`src/hw/rtl/lssd_pkg.sv`:
```
// lssd_pkg: shared constants, codes and the response descriptor table
// for the lidar scan stream decoder
// no dependencies
package lssd_pkg;

  // field widths
  localparam int OP_W      = 2;
  localparam int BYTE_W    = 8;
  localparam int STATUS_W  = 3;
  localparam int ANGLE_W   = 15;
  localparam int DIST_W    = 16;
  localparam int QUAL_W    = 6;
  localparam int OUT_DATA_W = 40;  // 38 bits of fields, padded to whole bytes
  localparam int POS_W     = 3;
  localparam int PHASE_W   = 2;

  // reset value of the bad node limit register
  localparam logic [BYTE_W-1:0] BAD_NODE_LIMIT_RST = 8'd8;

  // input event codes
  localparam logic [OP_W-1:0] OP_BYTE    = 2'd0;
  localparam logic [OP_W-1:0] OP_START   = 2'd1;
  localparam logic [OP_W-1:0] OP_TIMEOUT = 2'd2;

  // result status codes
  localparam logic [STATUS_W-1:0] ST_NODE_OK  = 3'd0;
  localparam logic [STATUS_W-1:0] ST_DESC_OK  = 3'd1;
  localparam logic [STATUS_W-1:0] ST_DESC_BAD = 3'd2;
  localparam logic [STATUS_W-1:0] ST_BAD_LIM  = 3'd3;
  localparam logic [STATUS_W-1:0] ST_TIMEOUT  = 3'd4;

  // decoder phases
  localparam logic [PHASE_W-1:0] PH_IDLE  = 2'd0;
  localparam logic [PHASE_W-1:0] PH_DESC  = 2'd1;
  localparam logic [PHASE_W-1:0] PH_NODES = 2'd2;

  // descriptor and node byte positions
  localparam logic [POS_W-1:0] DESC_LAST = 3'd6;
  localparam logic [POS_W-1:0] NODE_LAST = 3'd4;

  // expected scan response descriptor, one byte per position
  function automatic logic [BYTE_W-1:0] desc_byte(input logic [POS_W-1:0] idx);
    logic [BYTE_W-1:0] b;
    case (idx)
      3'd0:    b = 8'hA5;
      3'd1:    b = 8'h5A;
      3'd2:    b = 8'h05;
      3'd3:    b = 8'h00;
      3'd4:    b = 8'h00;
      3'd5:    b = 8'h40;
      default: b = 8'h81;
    endcase
    return b;
  endfunction

endpackage

```
`src/hw/rtl/lidar_scan_stream_decoder_core.sv`:
```
// lidar_scan_stream_decoder_core: descriptor check and scan node decoding
// of a serial range sensor stream, one event per request
// depends on lssd_pkg
//
// Each input request carries one event: a received byte, a start scan or a
// receive timeout (tuser). The whole decode is one pass of logic between the
// decoder state and a single output register, so a result appears on the master
// side in the cycle after the request that causes it. The input side takes one
// request every clock cycle while that output register is empty or being
// drained in the same cycle. After a start the next seven bytes are
// checked against the scan descriptor, then bytes are grouped into five-byte
// nodes; a valid node reports angle (1/64 degree), distance (1/4 mm), quality
// and the new-revolution flag. Runs of invalid nodes are counted and reported
// once they reach the bad node limit, written through the configuration port
// while idle; the user must ensure this, since the block does not enforce it.
module lidar_scan_stream_decoder_core (
  input  logic                              clk,
  input  logic                              rst,
  // configuration: bad node limit
  input  logic                              cfg_valid,
  output logic                              cfg_ready,
  input  logic [lssd_pkg::BYTE_W-1:0]       cfg_data,
  // input events
  input  logic                              s_axis_tvalid,
  output logic                              s_axis_tready,
  input  logic [lssd_pkg::BYTE_W-1:0]       s_axis_tdata,  // rx_byte
  input  logic [lssd_pkg::OP_W-1:0]         s_axis_tuser,  // op
  // results
  output logic                              m_axis_tvalid,
  input  logic                              m_axis_tready,
  // angle_q6[14:0], distance_q2[30:15], quality[36:31], scan_start[37], zero pad
  output logic [lssd_pkg::OUT_DATA_W-1:0]   m_axis_tdata,
  output logic [lssd_pkg::STATUS_W-1:0]     m_axis_tuser   // status
);

  // decoder state
  logic [lssd_pkg::BYTE_W-1:0]   bad_node_limit;
  logic [lssd_pkg::PHASE_W-1:0]  phase, phase_next;
  logic [lssd_pkg::POS_W-1:0]    byte_position, byte_position_next;
  logic                          descriptor_mismatch, descriptor_mismatch_next;
  logic [lssd_pkg::BYTE_W-1:0]   bad_node_count, bad_node_count_next;
  logic [lssd_pkg::BYTE_W-1:0]   frame_bytes [4];

  // output register
  logic                              out_valid;
  logic [lssd_pkg::STATUS_W-1:0]     out_status;
  logic [lssd_pkg::OUT_DATA_W-1:0]   out_data;

  // decode results
  logic                              in_req;
  logic                              frame_we;
  logic                              res_valid;
  logic [lssd_pkg::STATUS_W-1:0]     res_status;
  logic [lssd_pkg::OUT_DATA_W-1:0]   res_data;
  logic [lssd_pkg::POS_W-1:0]        desc_pos;
  logic [lssd_pkg::BYTE_W-1:0]       count_inc;
  logic                              node_valid;
  logic [lssd_pkg::ANGLE_W-1:0]      node_angle;
  logic [lssd_pkg::DIST_W-1:0]       node_dist;

  assign cfg_ready     = 1'b1;
  assign s_axis_tready = !out_valid || m_axis_tready;
  assign in_req        = s_axis_tvalid && s_axis_tready;

  assign m_axis_tvalid = out_valid;
  assign m_axis_tuser  = out_status;
  assign m_axis_tdata  = out_data;

  // node fields from the four stored bytes and the current byte
  assign node_valid = frame_bytes[1][0] && (frame_bytes[0][0] != frame_bytes[0][1]);
  assign node_angle = {frame_bytes[2], frame_bytes[1][7:1]};
  assign node_dist  = {s_axis_tdata, frame_bytes[3]};
  assign count_inc  = bad_node_count + 8'd1;
  assign desc_pos   = (byte_position > lssd_pkg::DESC_LAST) ? lssd_pkg::DESC_LAST
                                                            : byte_position;

  // next state and result for one request
  always_comb begin
    phase_next               = phase;
    byte_position_next       = byte_position;
    descriptor_mismatch_next = descriptor_mismatch;
    bad_node_count_next      = bad_node_count;
    frame_we                 = 1'b0;
    res_valid                = 1'b0;
    res_status               = lssd_pkg::ST_NODE_OK;
    res_data                 = '0;
    case (s_axis_tuser)
      lssd_pkg::OP_START: begin
        phase_next               = lssd_pkg::PH_DESC;
        byte_position_next       = '0;
        descriptor_mismatch_next = 1'b0;
        bad_node_count_next      = '0;
      end
      lssd_pkg::OP_TIMEOUT: begin
        if (phase == lssd_pkg::PH_DESC) begin
          phase_next = lssd_pkg::PH_IDLE;
        end
        byte_position_next       = '0;
        descriptor_mismatch_next = 1'b0;
        bad_node_count_next      = '0;
        res_valid                = 1'b1;
        res_status               = lssd_pkg::ST_TIMEOUT;
      end
      lssd_pkg::OP_BYTE: begin
        case (phase)
          lssd_pkg::PH_DESC: begin
            // compare against the descriptor, report on the last byte
            if (desc_pos != lssd_pkg::DESC_LAST) begin
              if (s_axis_tdata != lssd_pkg::desc_byte(desc_pos)) begin
                descriptor_mismatch_next = 1'b1;
              end
              byte_position_next = desc_pos + 3'd1;
            end else begin
              byte_position_next       = '0;
              descriptor_mismatch_next = 1'b0;
              res_valid                = 1'b1;
              if (descriptor_mismatch
                  || (s_axis_tdata != lssd_pkg::desc_byte(desc_pos))) begin
                phase_next = lssd_pkg::PH_IDLE;
                res_status = lssd_pkg::ST_DESC_BAD;
              end else begin
                phase_next = lssd_pkg::PH_NODES;
                res_status = lssd_pkg::ST_DESC_OK;
              end
            end
          end
          lssd_pkg::PH_NODES: begin
            if (byte_position < lssd_pkg::NODE_LAST) begin
              frame_we           = 1'b1;
              byte_position_next = byte_position + 3'd1;
            end else begin
              byte_position_next = '0;
              if (node_valid) begin
                bad_node_count_next = '0;
                res_valid           = 1'b1;
                res_status          = lssd_pkg::ST_NODE_OK;
                res_data            = {2'b00, frame_bytes[0][0], frame_bytes[0][7:2],
                                       node_dist, node_angle};
              end else if (count_inc >= bad_node_limit) begin
                // run of invalid nodes reached the limit
                bad_node_count_next = '0;
                res_valid           = 1'b1;
                res_status          = lssd_pkg::ST_BAD_LIM;
              end else begin
                bad_node_count_next = count_inc;
              end
            end
          end
          default: begin
            // bytes outside a scan are dropped
          end
        endcase
      end
      default: begin
        // unused event code, no effect
      end
    endcase
  end

  // decoder control state and configuration register
  always_ff @(posedge clk) begin
    if (rst) begin
      bad_node_limit      <= lssd_pkg::BAD_NODE_LIMIT_RST;
      phase               <= lssd_pkg::PH_IDLE;
      byte_position       <= '0;
      descriptor_mismatch <= 1'b0;
      bad_node_count      <= '0;
    end else begin
      if (cfg_valid && cfg_ready) begin
        bad_node_limit <= cfg_data;
      end
      if (in_req) begin
        phase               <= phase_next;
        byte_position       <= byte_position_next;
        descriptor_mismatch <= descriptor_mismatch_next;
        bad_node_count      <= bad_node_count_next;
      end
    end
  end

  // node byte store
  always_ff @(posedge clk) begin
    if (in_req && frame_we) begin
      frame_bytes[byte_position[1:0]] <= s_axis_tdata;
    end
  end

  // output register valid
  always_ff @(posedge clk) begin
    if (rst) begin
      out_valid <= 1'b0;
    end else if (in_req && res_valid) begin
      out_valid <= 1'b1;
    end else if (m_axis_tready) begin
      out_valid <= 1'b0;
    end
  end

  // output register payload
  always_ff @(posedge clk) begin
    if (in_req && res_valid) begin
      out_status <= res_status;
      out_data   <= res_data;
    end
  end

endmodule
```
`config.mk`:
```
export PLATFORM = sky130hd
export DESIGN_NAME = lidar_scan_stream_decoder_core
export DESIGN_NICKNAME = d
export VERILOG_FILES = /design/src/hw/rtl/lssd_pkg.sv /design/src/hw/rtl/lidar_scan_stream_decoder_core.sv
export SDC_FILE = /design/constraint.sdc
export NUM_CORES = 1
export LEC_CHECK = 0
export BUFFER_PORTS_ARGS = -buffer_cell sky130_fd_sc_hd__buf_2
export CAP_MARGIN = 0
export CORE_MARGIN = 1.5
export CORE_UTILIZATION = 50
export CTS_BUF_LIST = sky130_fd_sc_hd__clkbuf_16
export CTS_CLUSTER_DIAMETER = 200
export DETAILED_ROUTE_END_ITERATION = 16
export GPL_TIMING_DRIVEN = 0
export PLACE_DENSITY = 0.72
export SYNTH_ARGS = -nofsm -noshare
export SYNTH_HDL_FRONTEND = slang
export SYNTH_SLANG_ARGS = --single-unit
```
`constraint.sdc`:
```
create_clock -name clk -period 7.7 [get_ports clk]
set_clock_uncertainty 0.15 [all_clocks]
set_input_delay 0.385 -clock clk [delete_from_list [all_inputs] [get_ports clk]]
set_output_delay 0.385 -clock clk [all_outputs]
set_load 0.01 [all_outputs]
```
==> results of run 1 <==
-- cell usage in the layout (no fill, tap or decap), types with 2 or more instances in the layout --
| cell | instances |
|---|---|
| dfxtp_1 | 23 |
| a21oi_1 | 11 |
| nor3_1 | 10 |
| nand2_1 | 17 |
| nor2_1 | 19 |
| nand2b_1 | 2 |
| clkbuf_1 | 11 |
| o211ai_1 | 3 |
| inv_1 | 19 |
| xnor2_1 | 3 |
| xor2_1 | 4 |
| and2_1 | 42 |
| nor2b_1 | 3 |
| a21boi_0 | 3 |
| o21a_1 | 2 |
| ha_1 | 18 |
| nor4b_1 | 2 |
| nand3_1 | 8 |
| clkbuf_16 | 9 |
| buf_4 | 3 |
| a22o_1 | 6 |
| o21ai_0 | 8 |
| nand3b_1 | 2 |
| inv_6 | 3 |
| conb_1 | 3 |
| buf_2 | 65 |
| o21bai_1 | 2 |
| edfxtp_1 | 73 |
| o22ai_1 | 2 |
| mux2i_1 | 8 |
| o2111ai_1 | 2 |
-- power breakdown --
part           switching, mW  internal, mW
clock network          0.195         0.256
registers            0.00291         0.562
logic                 0.0348        0.0209
-- logic make-up (layout without fill, tap and decap cells) --
logic type	count (synthesis)	in the layout	share of synthesized area
AND/OR/NAND/NOR	111	111	0.1471
flip-flops	96	96	0.6338
AO/OA/AOI/OAI	54	54	0.09597
buffers and inverters	34	114	0.03378
adder cells (fa/ha/maj)	18	18	0.05381
multiplexers	8	8	0.01913
XOR/XNOR	7	7	0.01465
other	2	3	0.001794
-- state kept, by name, indices dropped and copies added (netlist names), 2 cells and up --
name / cells
bad_node_count: 8
phase: 2
m_axis_tdata: 38
bad_node_limit: 8
frame_bytes: 32
m_axis_tuser: 3
byte_position: 3
-- synthesized netlist by cell type, types with 2 or more instances --
library cell,n,share of area
nand3b_1,2,0.0036
clkbuf_1,11,0.0099
o21ai_0,8,0.0096
a21boi_0,3,0.0054
dfxtp_1,23,0.11
nand2_1,17,0.015
xor2_1,4,0.0084
nor2_1,19,0.017
buf_2,2,0.0024
o211ai_1,3,0.0054
a22o_1,6,0.013
conb_1,2,0.0018
nor3_1,10,0.012
inv_1,18,0.016
nand2b_1,2,0.0030
edfxtp_1,73,0.52
nor2b_1,3,0.0045
a21oi_1,12,0.014
nand3_1,8,0.0096
o22ai_1,2,0.0030
xnor2_1,3,0.0063
nor4b_1,2,0.0042
o21bai_1,2,0.0036
ha_1,18,0.054
buf_4,3,0.0054
and2_1,42,0.063
o2111ai_1,2,0.0042
o21a_1,2,0.0036
mux2i_1,8,0.019
-- worst register-to-register path, stage by stage, from the launching register on --
cell,delay (ps)
dfxtp_1,420
ha_1,280
nand3_1,140
nor2_1,160
xor2_1,220
ha_1,280
a21o_1,220
a221oi_4,320
o31ai_2,160
o21ai_0,450
a21oi_4,280
buf_16,240
-- area by class of cell --
cell class | instances | area, µm²
fillers | 668 | 3199
flip-flops and latches | 96 | 2653
multi-input cells | 201 | 1406
repair buffers | 64 | 342.8
clock buffers | 9 | 225.2
well taps | 105 | 131.4
clock inverters | 7 | 76.32
plain buffers | 16 | 73.82
inverters | 18 | 67.56
-- per-layer routing --
metal | track usage | vias to the layer above
met4 | 0.05100 | 0
li1 | - | 1332
met2 | 0.3004 | 68
met5 | 0 | -
met3 | 0.04831 | 4
met1 | 0.2561 | 1272
-- path summary, 6_finish.rpt --
kind	slack [ps]	end	from
hold reg to reg	350	bad_node_limit[2]$_SDFFE_PP0P_	bad_node_limit[2]$_SDFFE_PP0P_
hold / removal	120	bad_node_limit[3]$_SDFFE_PP1P_	cfg_data[3]
setup / recovery	4130	m_axis_tdata[24]$_SDFFCE_PP0P_	bad_node_count[0]$_SDFFE_PP0P_
setup reg to reg	4130	m_axis_tdata[24]$_SDFFCE_PP0P_	bad_node_count[0]$_SDFFE_PP0P_
-- per-stage QoR --
step	setup slack [ps]	total power, mW	hold WS [ps]
after floorplan	3182	0.6080	310.4
after global placement	2126	0.6287	325.1
after detailed placement	4153	0.6318	336.5
after CTS	4138	1.081	114.3
after global routing	3890	1.105	125.6
final	4135	1.071	121.2
==> out/metrics.csv, run 1 <==
stage;metric;value;unit
run_status;status;finished, final reports clean;
floorplan;row_count;33;
sta;rsz0062_at_grt;no;
clocking;clock_tree.root_cell;clkbuf_16;
critical_path;crit_fanout;24;
synthesis;avgSynthCellArea;12.68;µm²
placement;portBuffers;63;
placement;gp_congestion;0.8147;
critical_path;cp.required;7640;ps
power;leakage;1.974;nW
route;drt_first_pass_iters;4;
finish;area_growth;18.89;%
placement;dp_cells;500;
route;route.final.wire_length;7.646;mm
placement;placed_area;4674;µm²
sta;drv_slew;0;
clocking;path_clk_slew;70;ps
global_route;grt_pass1_wl;12.51;mm
critical_path;crit_slowest_cell;o21ai_0;
power;peakVddDrop;0.0001858;V
power;p_per_area;215.3;nW/µm²
route;wl_met2;3.734;mm
critical_path;crit_type;flip-flop to flip-flop;
synthesis;syn_inst;330;
critical_path;path_depth;11;
floorplan;coreArea;8175;µm²
route;wirelength_met1;3.497;mm
global_route;antenna_found_initial;0;
finish;final_util;0.6087;
clocking;postCtsHoldBufs;0;
clocking;postCtsSetupBuffers;0;
sta;final_hold_viol_count;0;
critical_path;max_stage_delay;450;ps
synthesis;synthDistinctLibCells;49;
route;detail-route-antenna-nets;0;
sta;worst_pin_slew;630.9;ps
floorplan;die-area;8928;µm²
route;drc;0;
hold_path;hp-class;input port to flip-flop;
critical_path;ff2ff_path_depth;11;
synthesis;synth_area;4185;µm²
global_route;overflow;0;
sta;finalSetupViolCount;0;
sta;min_period;3565;ps
critical_path;worstSetupEndpointType;flip-flop;
synthesis;ys_warn_count;0;
sta;fin_crit_sh;0.4630;
clocking;cts.sinks;96;
critical_path;crit_chain;ha_1 -> nand3_1 -> nor2_1 -> xor2_1 -> ha_1 -> a21o_1 -> a221oi_4 -> o31ai_2 -> o21ai_0 -> a21oi_4 -> buf_16;
route;vias_per_cell;5.186;
placement;hpwl;5.383;mm
clocking;htree_levels;3;
route;dr_wl_met3;367;µm
sta;max_freq;0.2805;GHz
finish;stdcell_area;4976;µm²
clocking;insertion_delay;340;ps
hold_path;hold_depth;3;
route;wl_per_cell;14.82;µm
route;top_layer;met4;
synthesis;synth_edf_count;73;
global_route;grt_pass1_vias;2466;
floorplan;start_util;0.5119;
synthesis;synth-seq-cells;96;
sta;setup_tns;0;ps
finish;nets;447;
floorplan;fp.dieW;94.49;µm
critical_path;cp_top_family;compound AO/OA/AOI/OAI gates;
sta;relSlewSlack;0.5785;
critical_path;worstSetupStartpointType;flip-flop;
floorplan;io_pins;69;
synthesis;asyncSetResetFlopFracSynth;0;
clocking;cts_buffers;9;
clocking;cts_resized;0;
global_route;grt_util_all_layers;0.1881;
finish;antenna_cells;0;
global_route;grt_max_degree;25;
synthesis;ys.flop_type;edfxtp_1;
critical_path;critical_path_buf_inv_count;1;
route;drtIter0Drc;136;
critical_path;critical_path.most_common_cell;ha_1;
finish;drive_gt1_frac;0.2238;
synthesis;synth_sequential_area_ratio;0.6338;
floorplan;chipHeight;94.49;µm
finish;fin_cells;516;
job;drv_cap;0;
critical_path;cp.arrival;3500;ps
clocking;cts_tree;built;
route;vias;2676;
clocking;cts_buffer_depth;2;
Power figures use the tool's default switching activity.
==> run 2, diff against run 1 <==
==> constraint.sdc (replaced) <==
create_clock -name clk -period 3.3 [get_ports clk]
set_clock_uncertainty 0.15 [all_clocks]
set_input_delay 0.165 -clock clk [delete_from_list [all_inputs] [get_ports clk]]
set_output_delay 0.165 -clock clk [all_outputs]
set_load 0.01 [all_outputs]
==> out/metrics.csv, run 2 (synthesis gave the netlist of run 1 again) <==
stage;metric;value;unit;change
run_status;status;finished, final reports clean;;unchanged
placement;gp_congestion;0.8717;;was 0.8147
critical_path;crit_fanout;11;;was 24
finish;antenna_cells;0;;unchanged
route;detail-route-antenna-nets;0;;unchanged
placement;portBuffers;63;;unchanged
clocking;path_clk_slew;70;ps;about the same
critical_path;crit_chain;ha_2 -> nand3_1 -> nor2_1 -> xor2_1 -> ha_1 -> a21o_1 -> a221oi_4 -> o31ai_4 -> o21ai_4 -> buf_12 -> a21oi_4;;was ha_1 -> nand3_1 -> nor2_1 -> xor2_1 -> ha_1 -> a21o_1 -> a221oi_4 -> o31ai_2 -> o21ai_0 -> a21oi_4 -> buf_16
power;peakVddDrop;0.0003143;V;was 0.0001858 V
route;drc;0;;unchanged
critical_path;ff2ff_path_depth;11;;unchanged
finish;n_fill_cell;626;;was 668
critical_path;crit-reg2reg-launch;bad_node_count[0]$_SDFFE_PP0P_;;unchanged
sta;finalSetupViolCount;0;;unchanged
clocking;cts.sinks;96;;unchanged
global_route;grt_max_degree;20;;was 25
finish;regArea;2653;µm²;unchanged
clocking;clock_tree.root_cell;clkbuf_16;;unchanged
critical_path;crit_slowest_cell;dfxtp_1;;was o21ai_0
route;vias;2774;;was 2676
finish;largest_reg_flops;38;;unchanged
sta;worst_pin_slew;609.9;ps;was 630.9 ps
global_route;grt_pass1_wl;12.68;mm;was 12.51 mm
critical_path;worstSetupEndpointType;flip-flop;;unchanged
global_route;grt_util_all_layers;0.1931;;was 0.1881
finish;multi_input_area;1478;µm²;was 1406 µm²
floorplan;chipHeight;94.49;µm;unchanged
finish;final_util;0.6373;;was 0.6087
sta;rsz0062_at_grt;no;;unchanged
sta;fin_crit_sh;0.9400;;was 0.4630
critical_path;worstSetupStartpointType;flip-flop;;unchanged
critical_path;max_stage_delay;440;ps;was 450 ps
clocking;cts_buffer_depth;2;;unchanged
floorplan;die-area;8928;µm²;unchanged
clocking;insertion_delay;350;ps;was 340 ps
route;drtIter0Drc;159;;was 136
clocking;htree_levels;3;;unchanged
route;wl_per_cell;15.44;µm;was 14.82 µm
critical_path;crit_end;m_axis_tdata[19]$_SDFFCE_PP0P_;;was m_axis_tdata[24]$_SDFFCE_PP0P_
clocking;cts_tree;built;;unchanged
sta;drv_slew;0;;unchanged
route;route.final.wire_length;8.244;mm;was 7.646 mm
finish;nets;465;;was 447
global_route;grt_pass1_vias;2495;;was 2466
finish;area_growth;24.48;%;was 18.89%
power;leakage;2.042;nW;was 1.974 nW
critical_path;reg2reg_slack;200;ps;was 4130 ps
power;p_per_area;492.8;nW/µm²;was 215.3 nW/µm²
floorplan;fp.dieW;94.49;µm;unchanged
power;finalPower;2.568;mW;was 1.071 mW
critical_path;worstReg2RegEnd;m_axis_tdata[19]$_SDFFCE_PP0P_;;was m_axis_tdata[24]$_SDFFCE_PP0P_
job;drv_cap;0;;unchanged
finish;layout_common_cells;73 x edfxtp_1, 65 x buf_2, 42 x and2_1;;unchanged
finish;final_common_cell;edfxtp_1;;unchanged
floorplan;io_pins;69;;unchanged
floorplan;coreArea;8175;µm²;unchanged
floorplan;start_util;0.5119;;unchanged
critical_path;cp.required;3220;ps;was 7640 ps
critical_path;crit_start;bad_node_count[0]$_SDFFE_PP0P_;;unchanged
finish;drive_gt1_frac;0.2284;;was 0.2238
placement;hpwl;5.381;mm;was 5.383 mm
critical_path;crit_type;flip-flop to flip-flop;;unchanged
critical_path;cp.arrival;3020;ps;was 3500 ps
route;vias_per_cell;5.195;;was 5.186
sta;min_period;3102;ps;was 3565 ps
clocking;cts_buffers;9;;unchanged
floorplan;row_count;33;;unchanged
global_route;overflow;0;;unchanged
sta;relSlewSlack;0.5919;;was 0.5785
hold_path;hp-class;input port to flip-flop;;unchanged
global_route;antenna_found_initial;0;;unchanged
sta;max_freq;0.3224;GHz;was 0.2805 GHz
sta;final_hold_viol_count;0;;unchanged
route;drt_first_pass_iters;4;;unchanged
run 2: cell count changes in the layout (fill, tap and decap cells not counted), sizes merged:
cell / previous run / this run
dlygate4sd3: 0 / 15
clkinv: 1 / 2
clkinvlp: 0 / 1
inv: 23 / 21
a21oi: 13 / 16
run 2: how the worst min path moves through the flow:
stage | start | end | slack [ps] | cells past startpoint
floorplan | s_axis_tdata[0] | frame_bytes[0][0]$_DFFE_PP_ | 110 | 0
global placement | cfg_data[3] | bad_node_limit[3]$_SDFFE_PP1P_ | 250 | 3
detailed placement | cfg_data[3] | bad_node_limit[3]$_SDFFE_PP1P_ | 250 | 3
CTS | s_axis_tdata[5] | frame_bytes[1][5]$_DFFE_PP_ | 4 | 1
global route | s_axis_tdata[5] | frame_bytes[2][5]$_DFFE_PP_ | 20 | 1
finish | s_axis_tdata[5] | frame_bytes[2][5]$_DFFE_PP_ | 10 | 1
run 2: critical path, delay by kind of cell, from the launching register on:
| kind | cells | cell delay, ps |
|---|---|---|
| compound gates | 5 | 1040 |
| fa+ha+maj | 2 | 540 |
| flops | 1 | 440 |
| simple gates | 2 | 290 |
| xor+xnor | 1 | 210 |
| buf+inv | 1 | 150 |
run 2: layout make-up:
class	instances	area share
Buffer	16	0.01417
Clock buffer	9	0.04323
Clock inverter	7	0.01849
Inverter	18	0.01297
Multi-Input combinational cell	204	0.2836
Sequential cell	96	0.5091
Tap cell	105	0.02522
Timing Repair Buffer	79	0.09318
run 2: power breakdown:
group	internal [mW]	switching, mW	total (mW)
registers	1.31	0.00708	1.32
clock network	0.611	0.491	1.10
logic	0.0598	0.0886	0.148
total	1.98	0.587	2.57
run 2: repair_timing:
item / 4_1_cts / 5_1_grt
hold buffers: 15 / 0
buffers inserted: 0 / 1
endpoints found under the hold margin: 31 / 0
cloned: 3 / 0
pin swaps: 1 / 2
gates resized for setup: 6 / 2
setup endpoints to repair: 41 / 41
run 2: through the flow:
stage / TNS, ps / setup WS (ps) / std cells / hold WS [ps] / instance area (µm²)
6_report: 0 / 198.0 / 534 / 10.96 / 5210
5_1_grt: 0 / 0.5509 / 534 / 16.92 / 5210
4_1_cts: 0 / 81.03 / 533 / 3.885 / 5179
3_5_place_dp: -21310 / -521.4 / 499 / 247.1 / 4647
3_3_place_gp: -20750 / -507.5 / 499 / 246.8 / 4647
2_1_floorplan: 0 / 49.49 / 331 / 113.9 / 4200
run 2: routing by layer:
layer / up-vias / part of all wire / track usage
li1: 1371 / - / -
met1: 1300 / 0.45 / 0.2582
met2: 91 / 0.48 / 0.3070
met3: 12 / 0.057 / 0.04509
met4: 0 / 0.014 / 0.07338
met5: - / 0 / 0
